<file path="config.mk">
export PLATFORM = sky130hd
export DESIGN_NAME = multi_token_response_waiter
export DESIGN_NICKNAME = d
export VERILOG_FILES = /design/src/rtl/core/mtrw_pkg.sv /design/src/rtl/core/multi_token_response_waiter.sv /design/src/rtl/core/mtrw_token_lane.sv /design/src/rtl/core/mtrw_wait_ctrl.sv
export VERILOG_INCLUDE_DIRS = /design/src /design/src/rtl/core
export SDC_FILE = /design/constraint.sdc
export NUM_CORES = 1
export LEC_CHECK = 0
export BUFFER_PORTS_ARGS = -buffer_cell sky130_fd_sc_hd__buf_2
export CAP_MARGIN = 20
export CORE_UTILIZATION = 37
export CTS_BUF_LIST = sky130_fd_sc_hd__clkbuf_16
export CTS_CLUSTER_SIZE = 30
export DETAILED_ROUTE_END_ITERATION = 8
export HOLD_SLACK_MARGIN = 0.02
export PLACE_DENSITY = 0.53
export SLEW_MARGIN = 10
export SYNTH_ARGS = -nofsm -noshare
export SYNTH_HDL_FRONTEND = slang
export SYNTH_SLANG_ARGS = --single-unit
</file>
<file path="constraint.sdc">
create_clock -name clk -period 3.8 [get_ports clk]
set_input_delay 0.19 -clock clk [delete_from_list [all_inputs] [get_ports clk]]
set_output_delay 0.19 -clock clk [all_outputs]
set_load 0.01 [all_outputs]
</file>
<file path="src/rtl/core/multi_token_response_waiter_defines.svh">
// Assertion macros shared by the multi-token response waiter RTL.
`ifndef MULTI_TOKEN_RESPONSE_WAITER_DEFINES_SVH
`define MULTI_TOKEN_RESPONSE_WAITER_DEFINES_SVH

`ifndef SYNTHESIS

// Same-cycle implication, disabled during reset.
`define MTRW_ASSERT_SAME(label, clk, rst_n, ante, cons, msg) \
    label: assert property (@(posedge clk) disable iff (!rst_n) (ante) |-> (cons)) \
        else $error(msg);

// Next-cycle implication, disabled during reset.
`define MTRW_ASSERT_NEXT(label, clk, rst_n, ante, cons, msg) \
    label: assert property (@(posedge clk) disable iff (!rst_n) (ante) |=> (cons)) \
        else $error(msg);

`else

`define MTRW_ASSERT_SAME(label, clk, rst_n, ante, cons, msg)
`define MTRW_ASSERT_NEXT(label, clk, rst_n, ante, cons, msg)

`endif

`endif

</file>
<file path="src/rtl/core/mtrw_pkg.sv">
// Shared constants and types of the multi-token response waiter.
`timescale 1ns / 1ps
`default_nettype none

package mtrw_pkg;

    // Fixed register map and widths
    localparam int CFG_INDEX_W  = 3;
    localparam int CFG_DATA_W   = 64;
    localparam int PATTERN_REGS = 4;
    localparam int PROG_W       = 4;
    localparam int TIMEOUT_W    = 16;

    // Parameter defaults
    localparam int MAX_TOKENS_DEF  = 4;
    localparam int TOKEN_CHARS_DEF = 8;

    // Register indexes
    localparam logic [CFG_INDEX_W-1:0] REG_PATTERN_A   = 3'd0;
    localparam logic [CFG_INDEX_W-1:0] REG_TOKEN_COUNT = 3'd4;
    localparam logic [CFG_INDEX_W-1:0] REG_TIMEOUT     = 3'd5;
    localparam logic [CFG_INDEX_W-1:0] REG_FRAMING     = 3'd6;

    // Register reset values
    localparam logic [2:0]           TOKEN_COUNT_RESET = 3'd1;
    localparam logic [TIMEOUT_W-1:0] TIMEOUT_RESET     = 16'd1000;

    // Item function codes
    localparam logic [1:0] FUNC_START = 2'd0;
    localparam logic [1:0] FUNC_BYTE  = 2'd1;
    localparam logic [1:0] FUNC_TICK  = 2'd2;

    // Framing modes
    localparam logic [1:0] FRAME_NONE = 2'd0;
    localparam logic [1:0] FRAME_DC1  = 2'd1;
    localparam logic [1:0] FRAME_DC2  = 2'd2;

    // Framing characters
    localparam logic [7:0] DC1_START = 8'h11;
    localparam logic [7:0] DC1_STOP  = 8'h13;
    localparam logic [7:0] DC2_START = 8'h12;
    localparam logic [7:0] DC2_STOP  = 8'h14;

    // Outcome codes
    localparam logic OUTCOME_MATCH   = 1'b0;
    localparam logic OUTCOME_TIMEOUT = 1'b1;

    // One item leaving the input register
    typedef struct packed {
        logic       fire;
        logic [1:0] func;
        logic [7:0] rx_byte;
    } item_t;

    // Command from the wait controller to every token lane
    typedef struct packed {
        logic       clear;
        logic       step;
        logic [7:0] rx_byte;
    } lane_cmd_t;

    // Result of one item
    typedef struct packed {
        logic       valid;
        logic       outcome;
        logic [1:0] index;
    } result_t;

endpackage

`default_nettype wire

</file>
<file path="src/rtl/core/multi_token_response_waiter.sv">
// Top level: configuration registers, input register, token lanes, result register.
`timescale 1ns / 1ps
`default_nettype none

// Multi-token response waiter. Each transfer on the input channel is a start,
// a received byte or a one-millisecond tick; a wait ends with one result
// transfer carrying either the index of the lowest-numbered token that
// completed or a timeout. Items pass an input register, the compare and
// update logic and a result register, and one item is taken every cycle
// while the output side keeps up. While a result waits on the output, one
// further item is still taken into the input register. Configuration writes
// take effect at once and should be made while no item is in flight.
module multi_token_response_waiter
    import mtrw_pkg::*;
#(
    parameter int MAX_TOKENS  = MAX_TOKENS_DEF,
    parameter int TOKEN_CHARS = TOKEN_CHARS_DEF
)
(
    input  wire logic                   clk,
    input  wire logic                   rst_n,
    input  wire logic                   in_valid,
    output logic                        in_ready,
    input  wire logic [1:0]             func,
    input  wire logic [7:0]             rx_byte,
    output logic                        out_valid,
    input  wire logic                   out_ready,
    output logic                        outcome,
    output logic [1:0]                  match_index,
    input  wire logic                   cfg_we,
    input  wire logic [CFG_INDEX_W-1:0] cfg_index,
    input  wire logic [CFG_DATA_W-1:0]  cfg_data
);

    localparam int LANES = (MAX_TOKENS < PATTERN_REGS) ? MAX_TOKENS : PATTERN_REGS;

    logic [CFG_DATA_W-1:0] pattern_reg [LANES];
    logic [2:0]            token_count_reg;
    logic [TIMEOUT_W-1:0]  timeout_reg;
    logic [1:0]            framing_reg;

    logic       in_vld_reg;
    logic       in_vld_next;
    logic [1:0] func_reg;
    logic [7:0] byte_reg;
    logic       out_vld_reg;
    logic       out_vld_next;
    logic       outcome_reg;
    logic [1:0] index_reg;

    logic             proc_fire;
    item_t            item;
    lane_cmd_t        cmd;
    logic [LANES-1:0] lane_en;
    logic [LANES-1:0] lane_hit;
    result_t          res;

    // Configuration registers
    always_ff @(posedge clk or negedge rst_n)
    begin
        if (!rst_n)
        begin
            for (int i = 0; i < LANES; i++)
            begin
                pattern_reg[i] <= '0;
            end
            token_count_reg <= TOKEN_COUNT_RESET;
            timeout_reg     <= TIMEOUT_RESET;
            framing_reg     <= FRAME_NONE;
        end
        else if (cfg_we)
        begin
            for (int i = 0; i < LANES; i++)
            begin
                if (cfg_index == REG_PATTERN_A + CFG_INDEX_W'(i))
                begin
                    pattern_reg[i] <= cfg_data;
                end
            end
            if (cfg_index == REG_TOKEN_COUNT)
            begin
                token_count_reg <= cfg_data[2:0];
            end
            if (cfg_index == REG_TIMEOUT)
            begin
                timeout_reg <= cfg_data[TIMEOUT_W-1:0];
            end
            if (cfg_index == REG_FRAMING)
            begin
                framing_reg <= cfg_data[1:0];
            end
        end
    end

    // Input register advances when the result register can take a result
    assign proc_fire   = in_vld_reg && (!out_vld_reg || out_ready);
    assign in_ready    = !in_vld_reg || proc_fire;
    assign in_vld_next = (in_valid && in_ready) || (in_vld_reg && !proc_fire);

    always_ff @(posedge clk or negedge rst_n)
    begin
        if (!rst_n)
        begin
            in_vld_reg <= 1'b0;
        end
        else
        begin
            in_vld_reg <= in_vld_next;
        end
    end

    always_ff @(posedge clk)
    begin
        if (in_valid && in_ready)
        begin
            func_reg <= func;
            byte_reg <= rx_byte;
        end
    end

    always_comb
    begin
        item.fire    = proc_fire;
        item.func    = func_reg;
        item.rx_byte = byte_reg;
    end

    // Token lanes
    for (genvar g = 0; g < LANES; g++)
    begin : g_lane
        mtrw_token_lane #(
            .TOKEN_CHARS (TOKEN_CHARS)
        ) u_lane (
            .clk     (clk),
            .rst_n   (rst_n),
            .pattern (pattern_reg[g][8*TOKEN_CHARS-1:0]),
            .cmd     (cmd),
            .enable  (lane_en[g]),
            .hit     (lane_hit[g])
        );
    end

    // Wait control
    mtrw_wait_ctrl #(
        .LANES (LANES)
    ) u_ctrl (
        .clk          (clk),
        .rst_n        (rst_n),
        .item         (item),
        .token_count  (token_count_reg),
        .timeout_ms   (timeout_reg),
        .framing_mode (framing_reg),
        .lane_hit     (lane_hit),
        .cmd          (cmd),
        .lane_en      (lane_en),
        .res          (res)
    );

    // Result register
    always_comb
    begin
        out_vld_next = out_vld_reg && !out_ready;
        if (proc_fire && res.valid)
        begin
            out_vld_next = 1'b1;
        end
    end

    always_ff @(posedge clk or negedge rst_n)
    begin
        if (!rst_n)
        begin
            out_vld_reg <= 1'b0;
        end
        else
        begin
            out_vld_reg <= out_vld_next;
        end
    end

    always_ff @(posedge clk)
    begin
        if (proc_fire && res.valid)
        begin
            outcome_reg <= res.outcome;
            index_reg   <= res.index;
        end
    end

    assign out_valid   = out_vld_reg;
    assign outcome     = outcome_reg;
    assign match_index = index_reg;

endmodule

`default_nettype wire

</file>
<file path="src/rtl/core/mtrw_token_lane.sv">
// One token lane: token length, next-character compare and match progress.
`timescale 1ns / 1ps
`default_nettype none

module mtrw_token_lane
    import mtrw_pkg::*;
#(
    parameter int TOKEN_CHARS = TOKEN_CHARS_DEF
)
(
    input  wire logic                     clk,
    input  wire logic                     rst_n,
    input  wire logic [8*TOKEN_CHARS-1:0] pattern,
    input  wire lane_cmd_t                cmd,
    input  wire logic                     enable,
    output logic                          hit
);

    logic [PROG_W-1:0] prog_reg;
    logic [PROG_W-1:0] prog_next;
    logic [PROG_W-1:0] len;
    logic [PROG_W-1:0] prog_step;
    logic [7:0]        cur_char;

    // Token length: first zero character ends the token
    always_comb
    begin
        len = PROG_W'(TOKEN_CHARS);
        for (int i = TOKEN_CHARS - 1; i >= 0; i--)
        begin
            if (pattern[8*i +: 8] == 8'h00)
            begin
                len = PROG_W'(i);
            end
        end
    end

    // Character expected next
    always_comb
    begin
        cur_char = 8'h00;
        for (int i = 0; i < TOKEN_CHARS; i++)
        begin
            if (prog_reg == PROG_W'(i))
            begin
                cur_char = pattern[8*i +: 8];
            end
        end
    end

    // Advance on the expected character, otherwise fall back to zero
    always_comb
    begin
        if (prog_reg < len && cmd.rx_byte == cur_char)
        begin
            prog_step = prog_reg + PROG_W'(1);
        end
        else
        begin
            prog_step = '0;
        end
    end

    assign hit = cmd.step && enable && (prog_step == len);

    // Progress update
    always_comb
    begin
        prog_next = prog_reg;
        if (cmd.clear)
        begin
            prog_next = '0;
        end
        else if (cmd.step && enable)
        begin
            prog_next = prog_step;
        end
    end

    always_ff @(posedge clk or negedge rst_n)
    begin
        if (!rst_n)
        begin
            prog_reg <= '0;
        end
        else
        begin
            prog_reg <= prog_next;
        end
    end

endmodule

`default_nettype wire

</file>
<file path="src/rtl/core/mtrw_wait_ctrl.sv">
// Wait controller: wait state, timeout counter, framing flags and result pick.
`timescale 1ns / 1ps
`default_nettype none
`include "multi_token_response_waiter_defines.svh"

module mtrw_wait_ctrl
    import mtrw_pkg::*;
#(
    parameter int LANES = MAX_TOKENS_DEF
)
(
    input  wire logic                 clk,
    input  wire logic                 rst_n,
    input  wire item_t                item,
    input  wire logic [2:0]           token_count,
    input  wire logic [TIMEOUT_W-1:0] timeout_ms,
    input  wire logic [1:0]           framing_mode,
    input  wire logic [LANES-1:0]     lane_hit,
    output lane_cmd_t                 cmd,
    output logic [LANES-1:0]          lane_en,
    output result_t                   res
);

    logic                 waiting_reg;
    logic                 waiting_next;
    logic [TIMEOUT_W-1:0] elapsed_reg;
    logic [TIMEOUT_W-1:0] elapsed_next;
    logic                 frame_open_reg;
    logic                 frame_open_next;
    logic                 frame_closed_reg;
    logic                 frame_closed_next;

    logic [3:0]           tokens_used;
    logic                 framed;
    logic [7:0]           start_char;
    logic [7:0]           stop_char;
    logic                 closed_now;
    logic                 in_frame;
    logic                 any_hit;
    logic [1:0]           hit_index;
    logic [TIMEOUT_W-1:0] elapsed_inc;

    // Tokens in use, clamped to one..lanes
    always_comb
    begin
        tokens_used = {1'b0, token_count};
        if (tokens_used == 4'd0)
        begin
            tokens_used = 4'd1;
        end
        if (tokens_used > 4'(PATTERN_REGS))
        begin
            tokens_used = 4'(PATTERN_REGS);
        end
        if (tokens_used > 4'(LANES))
        begin
            tokens_used = 4'(LANES);
        end
        for (int i = 0; i < LANES; i++)
        begin
            lane_en[i] = (4'(i) < tokens_used);
        end
    end

    // Framing characters of the selected mode
    always_comb
    begin
        case (framing_mode)
            FRAME_DC1:
            begin
                framed     = 1'b1;
                start_char = DC1_START;
                stop_char  = DC1_STOP;
            end
            FRAME_DC2:
            begin
                framed     = 1'b1;
                start_char = DC2_START;
                stop_char  = DC2_STOP;
            end
            default:
            begin
                framed     = 1'b0;
                start_char = DC1_START;
                stop_char  = DC1_STOP;
            end
        endcase
    end

    // Stop character closes the frame before this byte is judged
    assign closed_now = frame_closed_reg || (item.rx_byte == stop_char);
    assign in_frame   = !framed || (frame_open_reg && !closed_now);

    // Lane command
    always_comb
    begin
        cmd.clear   = item.fire && item.func == FUNC_START;
        cmd.step    = item.fire && item.func == FUNC_BYTE && waiting_reg && in_frame;
        cmd.rx_byte = item.rx_byte;
    end

    // Lowest-numbered completed token wins
    always_comb
    begin
        any_hit   = |lane_hit;
        hit_index = 2'd0;
        for (int i = LANES - 1; i >= 0; i--)
        begin
            if (lane_hit[i])
            begin
                hit_index = 2'(i);
            end
        end
    end

    assign elapsed_inc = (elapsed_reg != '1) ? elapsed_reg + TIMEOUT_W'(1) : elapsed_reg;

    // Next state and result
    always_comb
    begin
        waiting_next      = waiting_reg;
        elapsed_next      = elapsed_reg;
        frame_open_next   = frame_open_reg;
        frame_closed_next = frame_closed_reg;
        res.valid         = 1'b0;
        res.outcome       = OUTCOME_MATCH;
        res.index         = 2'd0;
        if (item.fire)
        begin
            case (item.func)
                FUNC_START:
                begin
                    elapsed_next      = '0;
                    frame_open_next   = 1'b0;
                    frame_closed_next = 1'b0;
                    waiting_next      = 1'b1;
                    if (timeout_ms == '0)
                    begin
                        waiting_next = 1'b0;
                        res.valid    = 1'b1;
                        res.outcome  = OUTCOME_TIMEOUT;
                    end
                end
                FUNC_TICK:
                begin
                    if (waiting_reg)
                    begin
                        elapsed_next = elapsed_inc;
                        if (elapsed_inc >= timeout_ms)
                        begin
                            waiting_next = 1'b0;
                            res.valid    = 1'b1;
                            res.outcome  = OUTCOME_TIMEOUT;
                        end
                    end
                end
                FUNC_BYTE:
                begin
                    if (waiting_reg)
                    begin
                        if (framed)
                        begin
                            frame_closed_next = closed_now;
                            if (!any_hit && item.rx_byte == start_char)
                            begin
                                frame_open_next = 1'b1;
                            end
                        end
                        if (any_hit)
                        begin
                            waiting_next = 1'b0;
                            res.valid    = 1'b1;
                            res.outcome  = OUTCOME_MATCH;
                            res.index    = hit_index;
                        end
                    end
                end
                default:
                begin
                    waiting_next = waiting_reg;
                end
            endcase
        end
    end

    always_ff @(posedge clk or negedge rst_n)
    begin
        if (!rst_n)
        begin
            waiting_reg      <= 1'b0;
            elapsed_reg      <= '0;
            frame_open_reg   <= 1'b0;
            frame_closed_reg <= 1'b0;
        end
        else
        begin
            waiting_reg      <= waiting_next;
            elapsed_reg      <= elapsed_next;
            frame_open_reg   <= frame_open_next;
            frame_closed_reg <= frame_closed_next;
        end
    end

    // Checks
    `MTRW_ASSERT_NEXT(a_result_ends_wait, clk, rst_n, res.valid, !waiting_reg, "wait still open after a result")
    `MTRW_ASSERT_SAME(a_idle_silent, clk, rst_n, !waiting_reg && item.func != FUNC_START, !res.valid, "result while idle")
    `MTRW_ASSERT_SAME(a_match_from_byte, clk, rst_n, res.valid && res.outcome == OUTCOME_MATCH, item.func == FUNC_BYTE && cmd.step, "match without a matched byte")
    `MTRW_ASSERT_NEXT(a_start_clears, clk, rst_n, item.fire && item.func == FUNC_START, elapsed_reg == '0 && !frame_open_reg && !frame_closed_reg, "start did not clear the wait")

endmodule

`default_nettype wire

</file>
Yosys cells after proc, flatten, opt, wreduce, memory -nomap -nowiden
Index checks and enable logic that the tools add are counted.
W data, S select, Z words.
- add/sub/neg operators: 5
- $mul: 0
- divide/modulo/power cells: 0
- order comparisons: 11
- equality and inequality tests: 53
- shift operators: 0
- muxes and demuxes: 111
- bitwise logic cells: 4
- reduce and logical (&&, ||, !) cells: 97
- operator list (operator ; count):
    $logic_not A8 Y1 ; 32
    $mux W8 ; 32
    $mux W4 ; 49
    $eq A4 B3 Y1 const B ; 16
    $eq A4 B2 Y1 const B ; 8
    $eq A8 B8 Y1 ; 4
    $mux W16 ; 2
    $pmux W16 S2 ; 1
    $logic_and A1 B1 Y1 ; 23
    $mux W2 ; 9
    $add A16 B1 Y16 const B ; 1
    $add A4 B1 Y4 const B ; 4
    $eq A4 B1 Y1 const B ; 4
    $eq A4 B4 Y1 ; 4
    $eq A8 B5 Y1 ; 2
    $ge A16 B16 Y1 ; 1
    $logic_not A16 Y1 ; 1
    $logic_not A4 Y1 ; 4
    $lt A4 B4 Y1 ; 4
    $ne A16 B16 Y1 const B ; 1
    $reduce_and A2 Y1 ; 8
    $mux W1 ; 12
    $reduce_bool A2 Y1 ; 6
    $eq A3 B3 Y1 const B ; 3
    other kinds (27) ; 50
- flip-flop bits (word level): 327
- latch bits: 0
- RAM bits: 0
- ROM bits: 0
- input bits: 82
- output and inout port bits: 5
- word-level logic and storage cells: 303
- memories: 0

Depth between registers and ports, before layout
Gate-level depths: netlist of run 1.
- depth in word-level cells: 24
- mapped depth: 19
- mapped depth without buffers: 17

Modules after synthesis
From an unflattened synthesis of run 1, not the netlist that was laid out.
- cell total of the unflattened synthesis: 1861
- area, all modules: 20275.7 um2
- by module, submodules not included (module ; times used ; cells each ; area each (um2) ; sequential area each (um2)):
    multi_token_response_waiter ; 1 ; 613 ; 11474.8 ; 7380.8
    mtrw_token_lane (g_lane[1].u_lane ...) ; 2 ; 240 ; 1697.9 ; 100.1
    mtrw_wait_ctrl ; 1 ; 260 ; 2052.0 ; 475.5
    mtrw_token_lane (g_lane[0].u_lane) ; 1 ; 259 ; 1676.6 ; 100.1
    mtrw_token_lane (g_lane[3].u_lane) ; 1 ; 249 ; 1676.6 ; 100.1

Worst setup path before layout of run 1
No wires, ideal clock.
- path type: register to register
- start point: reg u_ctrl.elapsed_reg[4]
- end point: reg index_reg[0] (netlist: match_index[0]) (enable)
- library setup time: 0.269 ns
- data arrival time: 3.824 ns
- required time: 3.531 ns
- slack: -0.293 ns
- stages on the path, launching flop included: 19
- buffers on the path: 2
- period minus slack after synthesis: 4.093 ns
- cell sequence: dfrtp_1 -> clkbuf_1 -> and4_1 -> nand3_1 -> or2_2 -> or3_1 -> clkbuf_1 -> mux2_2 -> ha_1 -> a21o_1 -> a21o_1 -> a21o_1 -> a21o_1 -> a21oi_1 -> o21ai_0 -> a221oi_1 -> nor3_1 -> a21oi_1 -> o21ai_1
- word-level cells in the longest chain between the ends: 8
- elaborated cells on any way between the ends: 9
- classes of those cells: add/sub (1); order compare (1); eq/ne (1); mux (5); reduce/logical (1)
- ends and longest elaborated chain (item ; line ; source):
    start, declared ; mtrw_wait_ctrl.sv:26 ; logic [TIMEOUT_W-1:0] elapsed_reg;
    start signal, assigned ; mtrw_wait_ctrl.sv:198 ; elapsed_reg <= elapsed_next;
    $add A16 B1 Y16 or $ne A16 B16 Y1 (tied branches) ; mtrw_wait_ctrl.sv:116 ; assign elapsed_inc = (elapsed_reg != '1) ? elapsed_reg + TIMEOUT_W'(1) : elapsed_reg;
    $mux W16 (*) ; mtrw_wait_ctrl.sv:116 ;
    $ge A16 B16 Y1 (*) ; mtrw_wait_ctrl.sv:149 ; if (elapsed_inc >= timeout_ms)
    $mux W2 (*) ; mtrw_wait_ctrl.sv:149 ;
    $mux W2 (*) ; mtrw_wait_ctrl.sv:146 ; if (waiting_reg)
    $pmux W2 S3 (*) ; mtrw_wait_ctrl.sv:130 ; case (item.func)
    $mux W4 (*) ; mtrw_wait_ctrl.sv:128 ; if (item.fire)
    $logic_and A1 B1 Y1 (*) ; multi_token_response_waiter.sv:183 ; if (proc_fire && res.valid)
    end signal, assigned ; multi_token_response_waiter.sv:186 ; index_reg <= res.index;
    end, declared ; multi_token_response_waiter.sv:49 ; logic [1:0] index_reg;
Mark *: on every way between the ends. The rest lies on a longest branch, timed or not.
A chain may end at the register's enable or synchronous reset.

Worst setup path after layout of run 1
- start point: reg pattern_reg[227] (netlist name)
- end point: reg index_reg[1] (netlist: match_index[1]) (enable)
- word-level cells in the longest chain between the ends: 17
- elaborated cells on any way between the ends: 22
- classes of those cells: order compare (1); eq/ne (2); mux (14); reduce/logical (5)
- ends and longest elaborated chain (item ; line ; source):
    start, declared ; multi_token_response_waiter.sv:37 ; logic [CFG_DATA_W-1:0] pattern_reg [LANES];
    start signal, assigned by index ; multi_token_response_waiter.sv:77 ; pattern_reg[i] <= cfg_data;
    $logic_not A8 Y1 ; mtrw_token_lane.sv:31 ; if (pattern[8*i +: 8] == 8'h00)
    $mux W4 (5 in series) ; mtrw_token_lane.sv:31 ;
    $lt A4 B4 Y1 ; mtrw_token_lane.sv:54 ; if (prog_reg < len && cmd.rx_byte == cur_char)
    $logic_and A1 B1 Y1 ; mtrw_token_lane.sv:54 ;
    $mux W4 ; mtrw_token_lane.sv:54 ;
    $eq A4 B4 Y1 (*) ; mtrw_token_lane.sv:64 ; assign hit = cmd.step && enable && (prog_step == len);
    $logic_and A1 B1 Y1 (*) ; mtrw_token_lane.sv:64 ;
    $reduce_or A4 Y1 (*) ; mtrw_wait_ctrl.sv:105 ; any_hit = |lane_hit;
    $mux W4 (*) ; mtrw_wait_ctrl.sv:169 ; if (any_hit)
    $mux W4 (*) ; mtrw_wait_ctrl.sv:159 ; if (waiting_reg)
    $pmux W2 S3 (*) ; mtrw_wait_ctrl.sv:130 ;
    $mux W4 (*) ; mtrw_wait_ctrl.sv:128 ;
    $logic_and A1 B1 Y1 (*) ; multi_token_response_waiter.sv:183 ;
Marked as above.

==> results.json, run 1 <==
{
  "dp_hpwl_mm": 54.76,
  "synth.top_cell.area_share": 0.4091,
  "utilization": 0.5028,
  "p_leak_nw": 10.89,
  "ant_nets": 0,
  "cts_buffer_depth": 3,
  "violations": "negative setup slack",
  "placed_area_mm2": 0.02228,
  "vias": 16728,
  "hold_class": "primary input to flip-flop",
  "r2r_slack_ps": -50,
  "drc": 0,
  "io_buffers": 86,
  "hold_viol": 0,
  "finalSetupTns_ps": -194.1,
  "netlist_top_cells_area": "dfrtp_1 (41%), mux2_2 (15%), nand2_1 (3.5%), ha_1 (3.3%), a21oi_1 (2.9%)",
  "grt_overflow": 0,
  "yosys.area.top_type": "dfrtp_1",
  "synth-edff-count": 13,
  "htreeDepth": 2,
  "rsz0062_at_grt": "yes",
  "fin_crit_sh": 1.013,
  "worstSetupPathType": "flip-flop to flip-flop",
  "min_period_ps": 3850,
  "rows": 82,
  "async_flop_share": 0.9602,
  "r2r_cells": 16,
  "grt_usage": 0.2768,
  "viasPerCell": 5.541,
  "p_total_w": 0.01145,
  "dieArea_mm2": 0.05166,
  "end_kind": "flip-flop",
  "path_clk_slew_ps": 60,
  "cts_sinks": 327,
  "ys_seq_elements": 327,
  "ys.flop_type": "dfrtp_1",
  "tritoncts": "done",
  "die-width_um": 227.3,
  "io_pins": 87,
  "r2r-start": "pattern_reg[227]$_DFFE_PN0P_",
  "drv_slew": 0,
  "hold_depth": 2,
  "setup_ws_ps": -50.41,
  "fmax_ghz": 0.2597,
  "yosysSeqAreaShare": 0.4397,
  "crit_arrival_ps": 4120,
  "setup_viol": 5,
  "cp.required_ps": 4070,
  "grt_antenna_before_repair": 7,
  "stdcell_area_mm2": 0.02518,
  "status": "finished with violations",
  "max_slew_margin": 0.2569,
  "max_slew.worst_pin.slew_ps": 1115,
  "start_util": 0.3750,
  "p_per_area_mw_per_mm2": 454.9,
  "synth.distinct_cells": 88,
  "yosysMostFrequentCell": "dfrtp_1",
  "drt_first_pass_iters": 5,
  "grt_max_degree": 101,
  "cts_root_buf": "clkbuf_16",
  "place_congestion": 0.9911,
  "reg2reg_to": "match_index[1]$_SDFFCE_PP0P_",
  "netlist_area_mm2": 0.01878,
  "avgSynthCellArea_um2": 10.14,
  "first_iter_violations": 1055,
  "yosys_warnings": 0,
  "routed_wl_mm": 71.24,
  "area_growth_pct": 34.07,
  "hold_start": "cfg_data[8]",
  "final_nets": 2447,
  "synth_commonest_cells": "dfrtp_1 (307), mux2_2 (248), nand2_1 (174)",
  "synthCells": 1852,
  "largest_reg_flops": 256,
  "cts_buffers": 40,
  "core_area_mm2": 0.05007,
  "cp_max_fo": 3,
  "clock_skew_ps": 37.35,
  "syn-num-nets": 1984,
  "wl_per_cell_um": 23.60,
  "start_kind": "flip-flop",
  "worstHoldEndpoint": "pattern_reg[72]$_DFFE_PN0P_",
  "clkLatencyLatePin_ps": 580,
  "drive_gt1_frac": 0.3804,
  "maxCapViolCount": 0,
  "grt_pass1_wl_mm": 104.8,
  "grt_pass1_vias": 16835,
  "ir_worst_vdd_mv": 0.3403,
  "die_h_um": 227.3
}
-- cells in the final DEF, fill, tap and decap left out, types with 19 or more instances in the layout --
cell / Yosys / final
nand3_1: 28 / 25
nand2b_1: 38 / 36
dlygate4sd3_1: 0 / 72
buf_2: 36 / 85
nor2_1: 78 / 73
dfrtp_1: 307 / 303
nor4_1: 60 / 55
a211oi_1: 29 / 23
a31oi_1: 25 / 24
mux2_2: 248 / 247
nor3_1: 22 / 20
o21ai_0: 83 / 77
inv_1: 78 / 83
a21oi_1: 108 / 103
clkbuf_16: 0 / 43
nand3b_1: 26 / 26
nor2b_1: 30 / 28
buf_4: 3 / 351
o211ai_1: 19 / 19
ha_1: 50 / 40
nand2_1: 174 / 173
xnor2_1: 25 / 21
-- repair_timing --
action                                  4_1_cts  5_1_grt
buffers inserted                             18       16
cloned                                        0        1
gates resized for setup                      49       83
hold buffers                                 72        0
pin swaps                                    31       41
endpoints found under the hold margin       306        0
endpoints found under the setup margin       10       11
-- stage by stage --
stage	setup slack, ps	cells	hold slack [ps]
floorplan	31.46	1852	-105.6
global placement	-495.5	2841	322.0
detailed placement	-556.7	2841	324.6
CTS	-74.57	3002	25.52
global route	-189.4	3017	23.07
finish	-50.41	3019	64.74
-- worst max path at each step --
stage	from	end	slack [ps]
3_3_place_gp	g_lane[0].u_lane.prog_reg[0]$_DFFE_PN0P_	outcome$_SDFFCE_PN0P_	-500
6_report	pattern_reg[227]$_DFFE_PN0P_	match_index[1]$_SDFFCE_PP0P_	-50
2_1_floorplan	u_ctrl.elapsed_reg[4]$_DFFE_PN0P_	match_index[0]$_SDFFCE_PP0P_	30
4_1_cts	u_ctrl.elapsed_reg[4]$_DFFE_PN0P_	outcome$_SDFFCE_PN0P_	-70
5_1_grt	pattern_reg[227]$_DFFE_PN0P_	match_index[0]$_SDFFCE_PP0P_	-190
3_5_place_dp	g_lane[0].u_lane.prog_reg[0]$_DFFE_PN0P_	match_index[1]$_SDFFCE_PP0P_	-560
-- power by group --
group | switching (W) | internal [W] | total, W
sequential | 0.000544 | 0.00419 | 0.00473
combinational | 0.00135 | 0.00155 | 0.00290
clock | 0.00160 | 0.00222 | 0.00382
-- critical path, stage by stage (launching register included) --
cell and delay [ps]:
dfrtp_1 380, or4_4 540, or2_4 280, buf_4 130
nand4_1 170, nand2b_1 120, ha_1 300, o21a_1 110
o21a_1 170, o41ai_2 50, nand4_2 170, buf_4 180
o21ai_0 190, a31oi_2 150, o31ai_4 350, nor3_2 80
o21ai_2 180
-- routing by layer --
metal	part of all wire	wire, um	up-vias	GRT usage
met3	0.043	3029	146	0.03123
met5	0	0	-	0
met1	0.43	30710	8377	0.3564
li1	-	-	7765	-
met2	0.48	34300	440	0.4712
met4	0.045	3203	0	0.1152
-- layout make-up --
class	count	area [um2]
Clock inverter	30	259.0
Sequential cell	327	8262
Antenna cell	2	5.005
Clock buffer	42	1051
Fill cell	4707	24890
Timing Repair Buffer	532	4178
Multi-Input combinational cell	1335	10280
Tap cell	672	840.8
Inverter	79	299.0
-- cell families after synthesis --
| family | synth area share |
|---|---|
| adder cells (fa/ha/maj) | 0.03332 |
| buffers and inverters | 0.04431 |
| XOR/XNOR | 0.01586 |
| multiplexers | 0.1546 |
| AND/OR/NAND/NOR | 0.1617 |
| AO/OA/AOI/OAI | 0.1505 |
| flip-flops | 0.4397 |
Power figures use the tool's default switching activity.
==> run 2, diff against run 1 <==
- PLACE_DENSITY: 0.53 -> 0.52
- clock period: 3.8 -> 4.4 ns (I/O delays scaled with it)
==> run 2 against run 1 <==
The run now ends clean. Highest routed layer unchanged. Critical path type unchanged. Combinational power fell by 39%. Sequential share of layout area grew 4.7 points. Critical endpoint unchanged. Final area fell by 13%.
==> results.json, run 2 (synthesized netlist as in run 1, its figures left out) <==
{
  "ant_nets": 0,
  "drv_slew": 0,
  "first_iter_violations": 1495,
  "grt_usage": 0.2534,
  "top_layer": "met4",
  "setup_viol": 0,
  "area_growth_pct": 17.26,
  "largest_reg_flops": 256,
  "wl_per_cell_um": 24.03,
  "p_leak_nw": 9.172,
  "path_clk_slew_ps": 60,
  "wl_met2_mm": 27.64,
  "dieArea_mm2": 0.05166,
  "drc": 0,
  "viasPerCell": 5.778,
  "hold_class": "primary input to flip-flop",
  "die-width_um": 227.3,
  "final_cell_mix": "dfrtp_1 (307), mux2_2 (248), nand2_1 (174)",
  "grt_pass1_wl_mm": 96.26,
  "clock_skew_ps": 12.49,
  "hold_viol": 0,
  "grt_pass1_vias": 14674,
  "start_util": 0.3750,
  "cts_buffers": 40,
  "vias": 15577,
  "cp_cell_sequence": "or4_1 > or2_1 > nand2_1 > a21oi_1 > o211ai_1 > ha_1 > o21a_1 > o21a_1 > o41ai_1 > nand4_2 > nor4_1 > nor3_2 > o31ai_4 > nor3_2 > o21ai_1",
  "antenna_cells": 0,
  "die_h_um": 227.3,
  "cts_root_buf": "clkbuf_16",
  "clkLatencyLatePin_ps": 560,
  "maxCapViolCount": 0,
  "worstSetupPathType": "flip-flop to flip-flop",
  "rows": 82,
  "cp.required_ps": 4630,
  "p_per_area_mw_per_mm2": 420.6,
  "io_pins": 87,
  "max_slew.worst_pin.slew_ps": 961.2,
  "io_buffers": 86,
  "place_congestion": 0.9493,
  "start_kind": "flip-flop",
  "cts_buffer_depth": 3,
  "slowest_delay_ps": 570,
  "grt_antenna_before_repair": 0,
  "grt_overflow": 0,
  "grt_max_degree": 101,
  "cts_sinks": 327,
  "htreeDepth": 2,
  "crit_arrival_ps": 4440,
  "routed_wl_mm": 64.79,
  "wl_met1_mm": 30.99,
  "fin_crit_sh": 0.9565,
  "rsz0062_at_grt": "no",
  "final_nets": 2128,
  "max_slew_margin": 0.3592,
  "status": "finished clean",
  "finalSetupTns_ps": 0,
  "min_period_ps": 4209,
  "wl_met3_mm": 4.599,
  "mostFrequentLayoutCell": "dfrtp_1",
  "dp_hpwl_mm": 49.16,
  "holdWs_ps": 44.55,
  "core_area_mm2": 0.05007,
  "crit_slowest_cell": "or4_1",
  "drt_first_pass_iters": 8,
  "ir_worst_vdd_mv": 0.2392,
  "fmax_ghz": 0.2376,
  "drive_gt1_frac": 0.2515,
  "end_kind": "flip-flop",
  "cp_max_fo": 9,
  "tritoncts": "done"
}
[run 2: cell count changes in the layout (fill, tap and decap cells not counted), sizes merged, moves of 2 or more]
| cell | previous run | this run |
|---|---|---|
| clkinv | 14 | 12 |
| diode | 2 | 0 |
| buf | 459 | 164 |
| dlygate4sd3 | 72 | 49 |
[run 2: worst paths after layout]
path | startpoint | end | slack [ps] | cells past startpoint
worst max-delay path | pattern_reg[229]$_DFFE_PN0P_ | match_index[1]$_SDFFCE_PP0P_ | 190 | 15
worst min register to register | u_ctrl.frame_closed_reg$_DFFE_PN0P_ | u_ctrl.frame_closed_reg$_DFFE_PN0P_ | 490 | 1
min in group asynchronous | rst_n | u_ctrl.elapsed_reg[3]$_DFFE_PN0P_ | 220 | 2
worst min-delay path | cfg_data[39] | pattern_reg[103]$_DFFE_PN0P_ | 40 | 2
worst max register to register | pattern_reg[229]$_DFFE_PN0P_ | match_index[1]$_SDFFCE_PP0P_ | 190 | 15
max in group asynchronous | rst_n | pattern_reg[106]$_DFFE_PN0P_ | 3140 | 3
[run 2: where the power goes]
part | total (W) | switching, W | internal (W)
Combinational | 0.00176 | 0.000872 | 0.000884
Sequential | 0.00425 | 0.000633 | 0.00362
Clock | 0.00326 | 0.00131 | 0.00195
Total | 0.00926 | 0.00281 | 0.00645
[run 2: what timing repair did]
item,in CTS,in global routing
setup endpoints to repair,0,4
resized for setup,0,7
buffers inserted,0,0
hold endpoints to repair,190,0
hold buffers,49,0
[run 2: final cells by class]
type                            count  area (um2)
Fill cell                        4962       28050
Clock buffer                       42        1051
Timing Repair Buffer              213        1617
Clock inverter                     28       231.5
Inverter                           79       296.5
Tap cell                          672       840.8
Sequential cell                   327        8257
Multi-Input combinational cell   1335        9726
[run 2: through the flow]
stage                     instance area (um2)  std cells  total power, W  setup slack (ps)  utilization
after floorplan                         18780       1852        0.005152             307.1            -
after global placement                  20220       2576        0.005931             231.5       0.4038
after detailed placement                20220       2576        0.005973             195.3       0.4038
after CTS                               21990       2695        0.009310             187.2       0.4392
after global routing                    22020       2696        0.009693             2.734       0.4398
final                                   22020       2696        0.009261             191.2       0.4398
[run 2: per-layer routing]
layer / global-route usage / up-vias
met2: 0.3694 / 561
met5: 0 / -
met3: 0.05034 / 91
met4: 0.06278 / 0
met1: 0.3805 / 7812
li1: - / 7113
[run 2: worst max-delay path, delay by kind of cell (launching register included)]
kind,cells,cell delay (ps)
AND/OR/NAND/NOR,7,1890
AO/OA/AOI/OAI,7,1280
flip-flops,1,390
adder cells (fa/ha/maj),1,300
==> run 3, diff against run 2 <==
- PLACE_DENSITY: 0.52 -> 0.53
- RECOVER_POWER: unset -> 25
- clock period: 4.4 -> 3.45 ns (I/O delays scaled with it)
==> run 3 against run 2 <==
Setup slack worse by 530 ps. Critical endpoint is now match_index[0]$_SDFFCE_PP0P_. Total power is 39% higher. Critical path type unchanged. Clock power is 26% higher. Clock-buffer cell count stayed put. The run now ends with max-capacitance violations, max-slew violations, negative setup slack left.
==> results.json, run 3 (synthesized netlist as in run 1, its figures left out) <==
{
  "clock_skew_ps": 21.92,
  "final_cell_mix": "buf_4 (463), dfrtp_1 (305), mux2_2 (247)",
  "core_area_mm2": 0.05007,
  "htreeDepth": 2,
  "hold_class": "primary input to flip-flop",
  "max_slew.worst_pin.slew_ps": 2925,
  "mostFrequentLayoutCell": "buf_4",
  "r2r_slack_ps": -340,
  "hold_viol": 0,
  "p_total_w": 0.01291,
  "critPathCapture": "match_index[0]$_SDFFCE_PP0P_",
  "drv_slew": 106,
  "startpoint": "pattern_reg[226]$_DFFE_PN0P_",
  "r2r_cells": 17,
  "routed_wl_mm": 72.23,
  "crit_arrival_ps": 4030,
  "grt_antenna_before_repair": 8,
  "use_met3": 0.03446,
  "largest_reg_flops": 256,
  "gr-usage-met1": 0.3727,
  "first_iter_violations": 1182,
  "start_kind": "flip-flop",
  "gr-usage-met2": 0.4771,
  "die_h_um": 227.3,
  "status": "finished with violations",
  "end_kind": "flip-flop",
  "crit_family": "compound AO/OA/AOI/OAI gates",
  "cp.buffers_inverters": 2,
  "setup_viol": 9,
  "io_buffers": 86,
  "tritoncts": "done",
  "ir_worst_vdd_mv": 0.3671,
  "grt_pass1_wl_mm": 107.3,
  "crit_slowest_cell": "or4_4",
  "grt.busiest_layer": "met2",
  "worstSetupPathType": "flip-flop to flip-flop",
  "stdcell_area_mm2": 0.02581,
  "crit_cells": 17,
  "dp_hpwl_mm": 54.78,
  "setup_ws_ps": -340.6,
  "rsz0062_at_grt": "yes",
  "die-width_um": 227.3,
  "ant_nets": 0,
  "place_congestion": 0.9743,
  "grt_overflow": 0,
  "clkLatencyLatePin_ps": 560,
  "cts_buffer_depth": 3,
  "p_leak_nw": 11.32,
  "wl_per_cell_um": 23.16,
  "grt_usage": 0.2833,
  "drt_first_pass_iters": 6,
  "area_growth_pct": 37.47,
  "p_per_area_mw_per_mm2": 500.2,
  "viasPerCell": 5.502,
  "grt_max_degree": 106,
  "reg2reg_to": "match_index[0]$_SDFFCE_PP0P_",
  "final_nets": 2548,
  "grt_pass1_vias": 17203,
  "holdWs_ps": 30.35,
  "cp_max_fo": 8,
  "violations": "max-capacitance violations, max-slew violations, negative setup slack",
  "cts_sinks": 327,
  "maxCapViolCount": 1,
  "placed_area_mm2": 0.02333,
  "cp.required_ps": 3690,
  "r2r-start": "pattern_reg[226]$_DFFE_PN0P_",
  "vias": 17160,
  "fin_crit_sh": 1.099,
  "rows": 82,
  "fmax_ghz": 0.2638,
  "cp_cell_sequence": "or4_4 > or2_4 > nand2_2 > a21oi_2 > o211ai_1 > ha_1 > o21a_1 > o21a_1 > o41ai_2 > nand4_2 > buf_6 > buf_6 > mux2i_2 > a31oi_2 > o31ai_4 > nor3_2 > o21ai_2",
  "drc": 0,
  "slowest_delay_ps": 540,
  "utilization": 0.5156,
  "path_clk_slew_ps": 60,
  "dieArea_mm2": 0.05166,
  "drive_gt1_frac": 0.4125,
  "cts_root_buf": "clkbuf_16",
  "start_util": 0.3750,
  "io_pins": 87,
  "max_slew_margin": -0.9498,
  "min_period_ps": 3791,
  "cts_buffers": 40
}
==> run 3: stage by stage <==
| stage | std cells | setup TNS [ps] | worst slack [ps] |
|---|---|---|---|
| floorplan | 1852 | -1010 | -233.1 |
| global placement | 2974 | -5312 | -606.4 |
| detailed placement | 2974 | -5353 | -604.4 |
| CTS | 3108 | -2775 | -397.0 |
| global route | 3118 | -33120 | -517.4 |
| finish | 3119 | -2548 | -340.6 |
==> run 3: how the worst min path moves through the flow <==
stage                                         to    startpoint  depth (start not counted)
5_1_grt              pattern_reg[56]$_DFFE_PN0P_  cfg_data[56]                          2
3_3_place_gp   u_ctrl.elapsed_reg[2]$_DFFE_PN0P_         rst_n                          1
6_report             pattern_reg[56]$_DFFE_PN0P_  cfg_data[56]                          2
4_1_cts             pattern_reg[222]$_DFFE_PN0P_  cfg_data[30]                          2
3_5_place_dp   u_ctrl.elapsed_reg[1]$_DFFE_PN0P_         rst_n                          1
2_1_floorplan         framing_reg[0]$_DFFE_PN0P_         rst_n                          0
==> run 3: worst reg2reg max path, delay by kind of cell, from the launching register on <==
family,cells,cell delay [ps]
DFF,1,380
and+or+nand+nor,5,1120
buffers and inverters,2,270
AOI/OAI and AO/OA,8,1240
adders and majority gates,1,290
muxes,1,170
==> run 3: metal layers <==
metal  routed length [um]  up-vias
met5                    0        -
met4                 2694        0
met3                 3653      122
met2                34770      496
met1                31110     8579
li1                     -     7963
==> run 3: where the power goes <==
group          internal [W]  switching (W)
Clock               0.00242        0.00170
Sequential          0.00461       0.000459
Combinational       0.00205        0.00168
Total               0.00907        0.00384
==> run 3: cell type report <==
type                    instances  area [um2]
flip-flops and latches        327        8259
clock inverters                30       216.5
fillers                      4598       24250
inverters                      79       296.5
repair buffers                633        4875
diodes                          1       2.502
clock buffers                  42        1051
well taps                     672       840.8
multi-input cells            1335       10270
==> run 3: timing repair <==
action,4_1_cts,5_1_grt
hold buffers,58,0
pin swaps,24,35
endpoints found under the setup margin,17,23
setup buffers,4,9
resized for setup,44,84
hold endpoints to repair,253,0
